File: config.mk
export PLATFORM = sky130hd
export DESIGN_NAME = bfb_mod
export DESIGN_NICKNAME = d
export VERILOG_FILES = /design/src/rtl/core/bloom_filter_builder_defines.svh /design/src/rtl/core/bfb_mod.sv
export SDC_FILE = /design/constraint.sdc
export NUM_CORES = 1
export LEC_CHECK = 0
export ABC_AREA = 0
export ABC_CLOCK_PERIOD_IN_PS = 3750
export BUFFER_PORTS_ARGS = -buffer_cell sky130_fd_sc_hd__buf_2
export CORE_MARGIN = 8
export CORE_UTILIZATION = 54
export DETAILED_ROUTE_END_ITERATION = 12
export GPL_TIMING_DRIVEN = 0
export PLACE_DENSITY = 0.78
export SLEW_MARGIN = 20
export SYNTH_ARGS = -nofsm -noshare
export SYNTH_HDL_FRONTEND = slang
export SYNTH_SLANG_ARGS = --single-unit
File: constraint.sdc
create_clock -name i_clk -period 3.75 [get_ports i_clk]
set_input_delay 0.5625 -clock i_clk [delete_from_list [all_inputs] [get_ports i_clk]]
set_output_delay 0.5625 -clock i_clk [all_outputs]
set_load 0.03 [all_outputs]
File: src/rtl/core/bloom_filter_builder_defines.svh
// assertion macros shared by the bloom filter builder rtl
`ifndef BLOOM_FILTER_BUILDER_DEFINES_SVH
`define BLOOM_FILTER_BUILDER_DEFINES_SVH

// condition that must hold at every clock edge out of reset
`define BFB_ASSERT_HOLDS(label, cond, msg) \
    label: assert property (@(posedge i_clk) disable iff (!i_rst_n) (cond)) \
        else $error(msg);

// consequent that must hold in the same cycle as the antecedent
`define BFB_ASSERT_IMPLIES(label, ante, cons, msg) \
    label: assert property (@(posedge i_clk) disable iff (!i_rst_n) (ante) |-> (cons)) \
        else $error(msg);

`endif

File: src/rtl/core/bfb_mod.sv
// bit-serial remainder unit, one dividend bit per cycle
`timescale 1ns / 1ps

module bfb_mod #(
    parameter int DVD_W = 29,
    parameter int DVS_W = 10
) (
    input  logic             i_clk,
    input  logic             i_rst_n,
    input  logic             i_start,
    input  logic [DVD_W-1:0] i_dividend,
    input  logic [DVS_W-1:0] i_divisor,
    output logic             o_done,
    output logic [DVS_W-1:0] o_rem
);

    localparam int CNT_W = (DVD_W > 1) ? $clog2(DVD_W) : 1;

    logic             r_busy;
    logic             r_done;
    logic [CNT_W-1:0] r_cnt;
    logic [DVD_W-1:0] r_dvd;
    logic [DVS_W-1:0] r_dvs;
    logic [DVS_W-1:0] r_rem;

    logic [DVS_W:0]   trial;
    logic [DVS_W:0]   diff;
    logic [DVS_W-1:0] n_rem;

    // restoring step: shift in next dividend bit, subtract when it fits
    always_comb begin
        trial = {r_rem, r_dvd[DVD_W-1]};
        diff  = trial - {1'b0, r_dvs};
        if (trial >= {1'b0, r_dvs}) begin
            n_rem = diff[DVS_W-1:0];
        end else begin
            n_rem = trial[DVS_W-1:0];
        end
    end

    always_ff @(posedge i_clk) begin
        if (!i_rst_n) begin
            r_busy <= 1'b0;
            r_done <= 1'b0;
        end else begin
            r_done <= 1'b0;
            if (i_start) begin
                r_busy <= 1'b1;
            end else if (r_busy && r_cnt == '0) begin
                r_busy <= 1'b0;
                r_done <= 1'b1;
            end
        end
    end

    always_ff @(posedge i_clk) begin
        if (i_start) begin
            r_dvd <= i_dividend;
            r_dvs <= i_divisor;
            r_rem <= '0;
            r_cnt <= CNT_W'(DVD_W - 1);
        end else if (r_busy) begin
            r_dvd <= r_dvd << 1;
            r_rem <= n_rem;
            r_cnt <= r_cnt - CNT_W'(1);
        end
    end

    assign o_done = r_done;
    assign o_rem  = r_rem;

endmodule

==> impl_summary.txt, run 1 <==
----------------------------------------------------
[Worst setup path]
  Master of the slowest instance on the critical path ... sky130_fd_sc_hd__edfxtp_1
  Kind of launch point of the worst setup path ... flip-flop
  CP required ... 3.98 ns
  R2r endpoint ... o_rem[0]$_SDFFE_PP0P_
  Critical register-to-register path startpoint ... r_dvs[3]$_DFFE_PP_
  Class of the most critical setup path ... reg -> reg
  Delay of the slowest cell on the worst path ... 0.35 ns
  Critical path endpoint category ... flip-flop
  Worst setup path end ... o_rem[0]$_SDFFE_PP0P_
  Crit path max fanout ... 10
  FF-to-FF path depth ... 9
  Critical path cell sequence ... inv_1 > ha_1 > nand2_1 > a211o_1 > a31oi_2 > o21a_1 > buf_6 > mux2_4 > a211oi_2
  Worst setup path startpoint ... r_dvs[3]$_DFFE_PP_
  Worst setup slack for register-to-register paths ... 1.39 ns
  Worst Path Arrival ... 2.59 ns

[STA]
  Unrepaired setup endpoints after global routing ... false
  Max_slew headroom ... 0.5328
  Slew at the pin closest to its max-slew limit ... 0.7007 ns
  Clock tree skew after final layout ... 0.01268 ns
  Final hold slack ... 0.4147 ns
  Setup violators final ... 0
  Final critical path time including I/O delays and setup ... 2.365 ns
  Slew Limit Fails ... 0
  Total negative setup slack ... 0 ns
  Peak clock frequency supported by timing ... 422.9 MHz
  Final worst-path cycle share ... 0.6305
  Final hold viol count ... 0

[Logic synthesis]
  Area share of the leading cell type in the synthesized netlist ... 0.4230
  Total number of yosys warnings ... 0
  Distinct cell type count of the synthesized netlist ... 43
  FFs w/ async S/R, synth ... 0
  Register bit total from synthesis ... 56
  Primary flip-flop cell chosen by synthesis mapping ... sky130_fd_sc_hd__edfxtp_1
  Post-synth EDFFs ... 39
  Most used standard cell by instance count after synthesis ... sky130_fd_sc_hd__edfxtp_1
  Most instantiated cells after synthesis ... sky130_fd_sc_hd__edfxtp_1, sky130_fd_sc_hd__mux2_2, sky130_fd_sc_hd__dfxtp_1, sky130_fd_sc_hd__nor2_1, sky130_fd_sc_hd__inv_1
  Mapped Avg Cell Area ... 12.59 um^2
  Synthesized netlist net count ... 274
  Syn Inst Count ... 220
  Sequential-to-total area share from yosys stat ... 0.5459
  Synth Cell Area ... 2769 um^2
  Cell taking the most area after synthesis ... sky130_fd_sc_hd__edfxtp_1
  Largest cells by area after synthesis ... sky130_fd_sc_hd__edfxtp_1, sky130_fd_sc_hd__dfxtp_1, sky130_fd_sc_hd__mux2_2, sky130_fd_sc_hd__ha_1, sky130_fd_sc_hd__mux2i_1

[Min path]
  Class of the tightest hold or removal check ... in -> reg

[Detailed routing]
  Count of unresolved DRC violations after routing ... 0
  Average vias per placed instance ... 5.286
  1st-iter DRT viols ... 111
  Post-detailed-routing wire length ... 5343 um
  Average wire per cell in the routed design ... 15.27 um
  Number of antenna-violating nets in the routed design ... 0
  Pre-antenna DRT Iters ... 4
  Routed via count ... 1,850

[Finish]
  Final Net Count ... 333
  Count of antenna diodes in the layout ... 0
  Area grow syn2layout ... 15.68%
  Fin util ... 0.6352
  Fraction of final layout cells sized beyond drive strength 1 ... 0.3357

[Pwr]
  Peak supply drop ... 0.2248 mV
  Power, Total ... 1.409 mW
  Leakage power ... 1.326 nW
  Total power density per cell area ... 440.0 nW/um^2

[Placed design]
  Number of buffers added on ports ... 52
  Total half-perimeter wirelength after legalization and detailed placement ... 4006 um
  Routability congestion estimate ... 0.8423

[Clock tree]
  Hold buffers post-CTS ... 0
  Total number of H-tree levels ... 2
  # clock sinks ... 56
  Post-CTS setup buffer count ... 0
  Buffer depth of the longest clock path ... 2
  Post_cts resized ... 0
  TritonCTS clock tree ... done
  Clock slew seen by the registers of the worst setup and hold paths ... 0.10 ns
  Clock Latency Late Sink ... 0.32 ns
  Clock buffers created by TritonCTS ... 5
  CTS Root Buffer Type ... sky130_fd_sc_hd__clkbuf_8

[GRT]
  Number of global-route vias before repair ... 2,025
  Wire length of the first global-routing pass ... 9080 um
  Remaining global-route overflow ... 0
  Initial antenna violation count ... 0
  Global Route Usage Sum ... 0.1519
  Pin count of the biggest net entering global routing ... 31

[Die]
  CORE AREA ... 5042 um^2
  Standard-cell rows ... 26
  I/O pin count ... 53
  Die Area ... 7675 um^2
  Starting utilization of the core area ... 0.5491
  Die W ... 87.61 um
  Die H ... 87.61 um

[Job]
  Max cap viols ... 0

[Status]
  Status ... completed

----------------------------------------------------
stage by stage:
stage               area (um^2)  worst slack [ns]  std cells
finish                     3203             1.385        350
detailed placement         3117             1.393        342
global route               3203             1.139        350
global placement           3117             1.403        342
floorplan                  2769             1.467        220
CTS                        3203             1.384        350
worst max-delay path, delay by kind of cell (launching register included):
family / cells / cell delay, ns
simple gates: 1 / 0.09
flops: 1 / 0.35
fa+ha+maj: 1 / 0.33
buf+inv: 2 / 0.19
compound gates: 4 / 1.00
mux: 1 / 0.31
final cells by class:
type | instances | area, um^2
fillers | 415 | 1839
flip-flops and latches | 56 | 1511
multi-input cells | 142 | 1167
repair buffers | 52 | 260.3
well taps | 70 | 87.58
clock buffers | 6 | 72.57
inverters | 13 | 48.80
plain buffers | 9 | 41.29
clock inverters | 2 | 13.76
report_power, final:
| part | internal (mW) | switching [mW] | leakage [nW] |
|---|---|---|---|
| Combinational | 0.148 | 0.170 | 0.751 |
| Sequential | 0.727 | 0.0296 | 0.530 |
| Clock | 0.134 | 0.200 | 0.0456 |
worst min path at each step:
stage / start / endpoint / slack, ns / cells past startpoint
5_1_grt: i_divisor[4] / r_dvs[4]$_DFFE_PP_ / 0.41 / 1
3_3_place_gp: r_cnt[4]$_SDFFE_PP1P_ / r_cnt[4]$_SDFFE_PP1P_ / 0.48 / 2
2_1_floorplan: r_cnt[3]$_SDFFE_PP1P_ / r_cnt[3]$_SDFFE_PP1P_ / 0.46 / 2
6_report: i_divisor[9] / r_dvs[9]$_DFFE_PP_ / 0.41 / 1
3_5_place_dp: r_cnt[4]$_SDFFE_PP1P_ / r_cnt[4]$_SDFFE_PP1P_ / 0.48 / 2
4_1_cts: i_divisor[4] / r_dvs[4]$_DFFE_PP_ / 0.41 / 1
registers in the layout, summed over array words and instances, names as in the netlist:
| register | cells |
|---|---|
| o_rem | 10 |
| r_dvd | 29 |
| r_cnt | 5 |
| r_busy | 1 |
| r_dvs | 10 |
| o_done | 1 |
per-layer routing:
layer / GRT usage / wire length, um / vias up
met3: 0.05441 / 379 / 6
met1: 0.1700 / 2289 / 878
met4: 0.04844 / 67 / 0
li1: - / - / 926
met2: 0.2624 / 2607 / 40
met5: 0 / 0 / -
placed cells by master (no fill, tap or decap), types with 2 or more instances in the layout:
cell type                  count
sky130_fd_sc_hd__a211oi_1      9
sky130_fd_sc_hd__a211oi_2      2
sky130_fd_sc_hd__a21o_1        3
sky130_fd_sc_hd__a21oi_1       8
sky130_fd_sc_hd__and2_1        2
sky130_fd_sc_hd__buf_1         3
sky130_fd_sc_hd__buf_2        52
sky130_fd_sc_hd__clkbuf_1      6
sky130_fd_sc_hd__clkbuf_8      5
sky130_fd_sc_hd__dfxtp_1      17
sky130_fd_sc_hd__edfxtp_1     39
sky130_fd_sc_hd__ha_1         11
sky130_fd_sc_hd__inv_1        13
sky130_fd_sc_hd__mux2_2       28
sky130_fd_sc_hd__mux2i_1       8
sky130_fd_sc_hd__nand2_1       6
sky130_fd_sc_hd__nand2b_1      7
sky130_fd_sc_hd__nand3_1       2
sky130_fd_sc_hd__nor2_1       15
sky130_fd_sc_hd__nor2b_1       3
sky130_fd_sc_hd__nor3_1        4
sky130_fd_sc_hd__o211ai_1      2
sky130_fd_sc_hd__o21bai_1      2
sky130_fd_sc_hd__o22ai_1       2
sky130_fd_sc_hd__or3_1         2
sky130_fd_sc_hd__xnor2_1       6
sky130_fd_sc_hd__xor2_1        3
cell families (layout without fill, tap and decap cells):
kind of cell | count (synthesis) | count (layout) | share of synthesized area
xor gates and xnor gates | 9 | 9 | 0.02847
buffers and inverters | 22 | 82 | 0.03254
DFF | 56 | 56 | 0.5459
muxes | 37 | 37 | 0.1482
AOI/OAI and AO/OA | 35 | 35 | 0.09398
and+or+nand+nor | 49 | 49 | 0.09399
adders and majority gates | 12 | 12 | 0.05694
Note: power is estimated with default switching activity, not from simulation.
==> run 2: changes to the inputs <==
Settings changed: ABC_CLOCK_PERIOD_IN_PS 3750 to 1950, CORE_UTILIZATION 54 to 50, PLACE_DENSITY 0.78 to 0.76.
Clock period 3.75 ns to 1.95 ns, I/O delays scaled along.
==> impl_summary.txt, run 2 (synthesized netlist as in run 1, its figures left out) <==
----------------------------------------------------
[Status]
  Status ... complete, but fails checks
  Violated checks ... setup timing

[Pwr]
  Pint ... 2.120 mW
  Combinational share of power ... 0.298
  Leakage power ... 1.446 nW
  Power, Total ... 2.973 mW
  Peak supply drop ... 0.5362 mV
  Power share of the sequential group ... 0.492
  Total power density per cell area ... 824.6 nW/um^2
  Relative contribution of the clock network to total power ... 0.210
  Psw ... 0.8534 mW
  Net switching share of the total power ... 0.2870

[Detailed routing]
  Average wire per cell in the routed design ... 16.17 um
  Pre-antenna DRT Iters ... 4
  Number of antenna-violating nets in the routed design ... 0
  Average vias per placed instance ... 5.291
  Routed via count ... 1,979
  1st-iter DRT viols ... 65
  Post-detailed-routing wire length ... 6047 um
  Count of unresolved DRC violations after routing ... 0

[GRT]
  Number of global-route vias before repair ... 2,061
  Global Route Usage Sum ... 0.1405
  Initial antenna violation count ... 0
  Pin count of the biggest net entering global routing ... 31
  Remaining global-route overflow ... 0
  Wire length of the first global-routing pass ... 9225 um

[STA]
  Clock tree skew after final layout ... 0.005301 ns
  Final hold viol count ... 0
  Final hold slack ... 0.1528 ns
  Slack of the critical path ... -0.1954 ns
  Total negative setup slack ... -1.412 ns
  Final worst-path cycle share ... 1.100
  Peak clock frequency supported by timing ... 466.1 MHz
  Slew Limit Fails ... 0
  Final critical path time including I/O delays and setup ... 2.145 ns
  Max_slew headroom ... 0.5392
  Slew at the pin closest to its max-slew limit ... 0.6912 ns
  Setup violators final ... 10
  Unrepaired setup endpoints after global routing ... true

[Worst setup path]
  Class of the most critical setup path ... reg -> reg
  Worst Path Arrival ... 2.37 ns
  Worst setup slack for register-to-register paths ... -0.20 ns
  CP required ... 2.17 ns
  Crit path max fanout ... 5
  Kind of launch point of the worst setup path ... flip-flop
  Critical path endpoint category ... flip-flop

[Finish]
  Most frequent standard cell in the layout excluding fill and tap cells ... sky130_fd_sc_hd__buf_2
  Final-layout fill cell count ... 420
  Area grow syn2layout ... 30.23%
  Fin util ... 0.6630
  Area of all placed cells without fillers ... 3606 um^2
  Fraction of final layout cells sized beyond drive strength 1 ... 0.5132
  Register ranked first by flip-flop count ... r_dvd
  Flip-flop count of the largest register, all copies and words added ... 29
  Non-Filler Instances ... 374
  Final Net Count ... 355
  Count of antenna diodes in the layout ... 0
  Commonest cells after routing, fill and taps aside ... sky130_fd_sc_hd__buf_2, sky130_fd_sc_hd__edfxtp_1, sky130_fd_sc_hd__mux2_2, sky130_fd_sc_hd__buf_4, sky130_fd_sc_hd__nor2_1

[Placed design]
  Area after DPL ... 3209 um^2
  Total half-perimeter wirelength after legalization and detailed placement ... 4016 um
  Number of buffers added on ports ... 52
  Count of placed standard cells including taps ... 344
  Placement-stage worst setup slack ... -0.3157 ns
  Routability congestion estimate ... 0.8358

[Die]
  Die Area ... 8175 um^2
  Starting utilization of the core area ... 0.5091
  Standard-cell rows ... 27
  Die H ... 90.42 um
  I/O pin count ... 53
  CORE AREA ... 5439 um^2
  Die W ... 90.42 um

[Clock tree]
  Total number of H-tree levels ... 2
  Clock slew seen by the registers of the worst setup and hold paths ... 0.10 ns
  Clock buffers created by TritonCTS ... 5
  # clock sinks ... 56
  Clock Latency Late Sink ... 0.31 ns
  Buffer depth of the longest clock path ... 2
  TritonCTS clock tree ... done
  CTS Root Buffer Type ... sky130_fd_sc_hd__clkbuf_8

[Min path]
  Class of the tightest hold or removal check ... in -> reg

[Job]
  Max cap viols ... 0

----------------------------------------------------
[run 2: changes by cell type in the layout (fill, tap and decap cells not counted), moves of 3 or more]
cell	previous run	this run
sky130_fd_sc_hd__buf_4	0	18
sky130_fd_sc_hd__ha_1	11	2
sky130_fd_sc_hd__dfxtp_1	17	10
sky130_fd_sc_hd__ha_4	0	7
sky130_fd_sc_hd__inv_1	13	6
sky130_fd_sc_hd__inv_2	0	7
sky130_fd_sc_hd__dfxtp_2	0	5
sky130_fd_sc_hd__buf_6	1	5
sky130_fd_sc_hd__a211oi_1	9	6
[run 2: path summary, 6_finish.rpt]
kind	depth (start not counted)	start	to
max	8	r_dvs[0]$_DFFE_PP_	o_rem[0]$_SDFFE_PP0P_
min	1	i_divisor[2]	r_dvs[2]$_DFFE_PP_
max reg2reg	8	r_dvs[0]$_DFFE_PP_	o_rem[0]$_SDFFE_PP0P_
min reg2reg	2	r_cnt[3]$_SDFFE_PP1P_	r_cnt[3]$_SDFFE_PP1P_
[run 2: critical path: stages, from the launching register on]
cell,delay [ns]
sky130_fd_sc_hd__edfxtp_1,0.43
sky130_fd_sc_hd__ha_4,0.19
sky130_fd_sc_hd__nand2b_4,0.13
sky130_fd_sc_hd__a211o_1,0.30
sky130_fd_sc_hd__a31oi_4,0.21
sky130_fd_sc_hd__o21a_1,0.17
sky130_fd_sc_hd__buf_6,0.14
sky130_fd_sc_hd__mux2_4,0.30
sky130_fd_sc_hd__a211oi_2,0.18
[run 2: cell type report]
cell class | instances | area (um^2) | area share
buffer | 9 | 41.29 | 0.01145
inverter | 13 | 48.80 | 0.01353
timing repair buffer | 74 | 440.4 | 0.1221
tap | 72 | 90.09 | 0.02498
multi-input combinational | 142 | 1371 | 0.3803
clock inverter | 2 | 16.27 | 0.004511
sequential | 56 | 1525 | 0.4230
clock buffer | 6 | 72.57 | 0.02012
[run 2: power groups by stage]
stage               logic (mW)  clock network, mW  registers (mW)
floorplan                0.451                  0            1.51
global placement         0.631                  0            1.48
detailed placement       0.645                  0            1.48
global route             0.959              0.694            1.48
CTS                      0.768              0.660            1.46
finish                   0.886              0.626            1.46
[run 2: repair_timing]
action	4_1_cts	5_1_grt
hold endpoints to repair	0	0
setup buffers	14	7
gates cloned	1	0
resized for setup	17	21
pin swaps	22	17
hold buffers	0	0
setup endpoints to repair	9	10
[run 2: per-layer routing]
layer	vias up	wire length [um]	global-route usage
met5	-	0	0
met4	0	188	0.06519
met3	14	458	0.05902
met2	61	3008	0.2393
met1	934	2392	0.1472
li1	970	-	-
==> run 3: changes to the inputs <==
Settings changed: ABC_AREA 0 to 1, ABC_CLOCK_PERIOD_IN_PS 1950 to not set.
==> impl_summary.txt, run 3 <==
----------------------------------------------------
[Status]
  Status ... completed

[Detailed routing]
  Count of unresolved DRC violations after routing ... 0
  Number of antenna-violating nets in the routed design ... 0
  Average wire per cell in the routed design ... 12.35 um
  Average vias per placed instance ... 4.767
  Pre-antenna DRT Iters ... 4
  1st-iter DRT viols ... 83
  Post-detailed-routing wire length ... 5990 um
  Routed via count ... 2,312

[Logic synthesis]
  Syn Inst Count ... 350
  Synth Cell Area ... 2958 um^2
  Total number of yosys warnings ... 0
  Register bit total from synthesis ... 56
  Cell taking the most area after synthesis ... sky130_fd_sc_hd__edfxtp_1
  Distinct cell type count of the synthesized netlist ... 31
  Mapped Avg Cell Area ... 8.451 um^2
  Synthesized netlist net count ... 404
  Post-synth EDFFs ... 39
  Largest cells by area after synthesis ... sky130_fd_sc_hd__edfxtp_1, sky130_fd_sc_hd__nand2_1, sky130_fd_sc_hd__dfxtp_1, sky130_fd_sc_hd__inv_1, sky130_fd_sc_hd__ha_1
  Most instantiated cells after synthesis ... sky130_fd_sc_hd__nand2_1, sky130_fd_sc_hd__inv_1, sky130_fd_sc_hd__edfxtp_1, sky130_fd_sc_hd__nand3_1, sky130_fd_sc_hd__dfxtp_1
  Primary flip-flop cell chosen by synthesis mapping ... sky130_fd_sc_hd__edfxtp_1
  FFs w/ async S/R, synth ... 0
  Area share of the leading cell type in the synthesized netlist ... 0.3959
  Sequential-to-total area share from yosys stat ... 0.5110
  Most used standard cell by instance count after synthesis ... sky130_fd_sc_hd__nand2_1

[Clock tree]
  Hold buffers post-CTS ... 0
  Post-CTS setup buffer count ... 0
  Clock buffers created by TritonCTS ... 5
  # clock sinks ... 56
  Post_cts resized ... 0
  Buffer depth of the longest clock path ... 2
  TritonCTS clock tree ... done
  Clock slew seen by the registers of the worst setup and hold paths ... 0.10 ns
  Total number of H-tree levels ... 2
  Clock Latency Late Sink ... 0.30 ns
  CTS Root Buffer Type ... sky130_fd_sc_hd__clkbuf_8

[Pwr]
  Total power density per cell area ... 743.2 nW/um^2
  Power, Total ... 2.565 mW
  Peak supply drop ... 0.3742 mV
  Leakage power ... 1.822 nW

[Worst setup path]
  Worst setup path startpoint ... r_dvs[5]$_DFFE_PP_
  Class of the most critical setup path ... reg -> reg
  Kind of launch point of the worst setup path ... flip-flop
  Master of the slowest instance on the critical path ... sky130_fd_sc_hd__edfxtp_1
  Critical path buffers and inverters ... 3
  FF-to-FF path depth ... 11
  Crit path max fanout ... 10
  Delay of the slowest cell on the worst path ... 0.35 ns
  Critical path cell sequence ... inv_1 > ha_1 > nand2_2 > inv_1 > a21oi_4 > nand2_4 > nand2_4 > buf_12 > nand3_2 > nand3_1 > o21ai_0
  Critical path endpoint category ... flip-flop
  Critical register-to-register path startpoint ... r_dvs[5]$_DFFE_PP_
  Instance count on the critical path ... 11
  Cell family contributing the most delay on the critical path ... simple AND/OR/NAND/NOR gates
  CP required ... 2.12 ns
  Worst Path Arrival ... 1.99 ns

[STA]
  Final critical path time including I/O delays and setup ... 1.826 ns
  Final worst-path cycle share ... 0.9362
  Final hold viol count ... 0
  Slack of the critical path ... 0.1244 ns
  Setup violators final ... 0
  Slew at the pin closest to its max-slew limit ... 0.6703 ns
  Clock tree skew after final layout ... 0.005288 ns
  Max_slew headroom ... 0.5525
  Unrepaired setup endpoints after global routing ... true
  Peak clock frequency supported by timing ... 547.8 MHz
  Slew Limit Fails ... 0
  Final hold slack ... 0.1536 ns

[Finish]
  Area of all placed cells without fillers ... 3451 um^2
  Most frequent standard cell in the layout excluding fill and tap cells ... sky130_fd_sc_hd__nand2_1
  Flip-flop count of the largest register, all copies and words added ... 29
  Fraction of final layout cells sized beyond drive strength 1 ... 0.2268
  Count of antenna diodes in the layout ... 0
  Final-layout fill cell count ... 549
  Area grow syn2layout ... 16.67%
  Final Net Count ... 463
  Commonest cells after routing, fill and taps aside ... sky130_fd_sc_hd__nand2_1, sky130_fd_sc_hd__buf_2, sky130_fd_sc_hd__inv_1, sky130_fd_sc_hd__edfxtp_1, sky130_fd_sc_hd__nand3_1
  Register ranked first by flip-flop count ... r_dvd

[Min path]
  Worst hold path cell count ... 1
  Class of the tightest hold or removal check ... in -> reg
  Min-Delay Startpoint ... i_divisor[9]

[Die]
  Die W ... 92.92 um
  Standard-cell rows ... 28
  CORE AREA ... 5816 um^2
  Die H ... 92.92 um
  Die Area ... 8633 um^2
  Starting utilization of the core area ... 0.5086
  I/O pin count ... 53

[GRT]
  Pin count of the biggest net entering global routing ... 35
  Global Route Usage Sum ... 0.1443
  Wire length of the first global-routing pass ... 10,130 um
  Number of global-route vias before repair ... 2,351
  Remaining global-route overflow ... 0
  Initial antenna violation count ... 1

[Job]
  Max cap viols ... 0

[Placed design]
  Placement-stage worst setup slack ... -0.1996 ns
  Routability congestion estimate ... 0.8680
  Area after DPL ... 3312 um^2
  Number of buffers added on ports ... 52
  Total half-perimeter wirelength after legalization and detailed placement ... 4384 um

----------------------------------------------------
[run 3: cell count changes in the layout (fill, tap and decap cells not counted), sizes merged, moves of 11 or more]
cell / delta
nand3: +23
mux2: -29
buf: -21
inv: +33
a211oi: -11
nand2: +149
[run 3: cell families after synthesis]
group | synth area share
fa+ha+maj | 0.05330
buf+inv | 0.07868
compound gates | 0.03807
flops | 0.5110
simple gates | 0.3101
xor+xnor | 0.008885
[run 3: worst paths after layout]
| kind | slack, ns | to |
|---|---|---|
| setup / recovery | 0.12 | o_rem[0]$_SDFFE_PP0P_ |
| hold reg to reg | 0.47 | r_cnt[3]$_SDFFE_PP1P_ |
| setup reg to reg | 0.12 | o_rem[0]$_SDFFE_PP0P_ |
| hold / removal | 0.15 | r_dvs[9]$_DFFE_PP_ |
[run 3: final cells by class]
type	instances	area [um^2]	area share
Timing Repair Buffer	52	260.3	0.07542
Clock inverter	2	33.78	0.009790
Multi-Input combinational cell	239	1236	0.3582
Buffer	9	60.06	0.01740
Clock buffer	6	82.58	0.02393
Inverter	46	172.7	0.05004
Sequential cell	56	1511	0.4380
Tap cell	75	93.84	0.02719
[run 3: power by group]
group	total (mW)	switching, mW	leakage [nW]	internal [mW]
clock	0.785	0.371	0.0588	0.414
sequential	1.41	0.0340	0.534	1.38
combinational	0.365	0.226	1.23	0.140
[run 3: through the flow]
step	utilization	cells	setup TNS, ns
2_1_floorplan	-	350	0
6_report	0.5934	485	0
3_5_place_dp	0.5695	477	-6.390
5_1_grt	0.5934	485	-0.02615
4_1_cts	0.5895	485	0
3_3_place_gp	0.5695	477	-16.25
[run 3: routing by layer]
metal	up-vias	routed length [um]	track usage
met2	61	2771	0.2402
li1	1218	-	-
met1	1019	2699	0.1670
met3	12	403	0.04935
met4	2	104	0.05503
met5	-	11	0
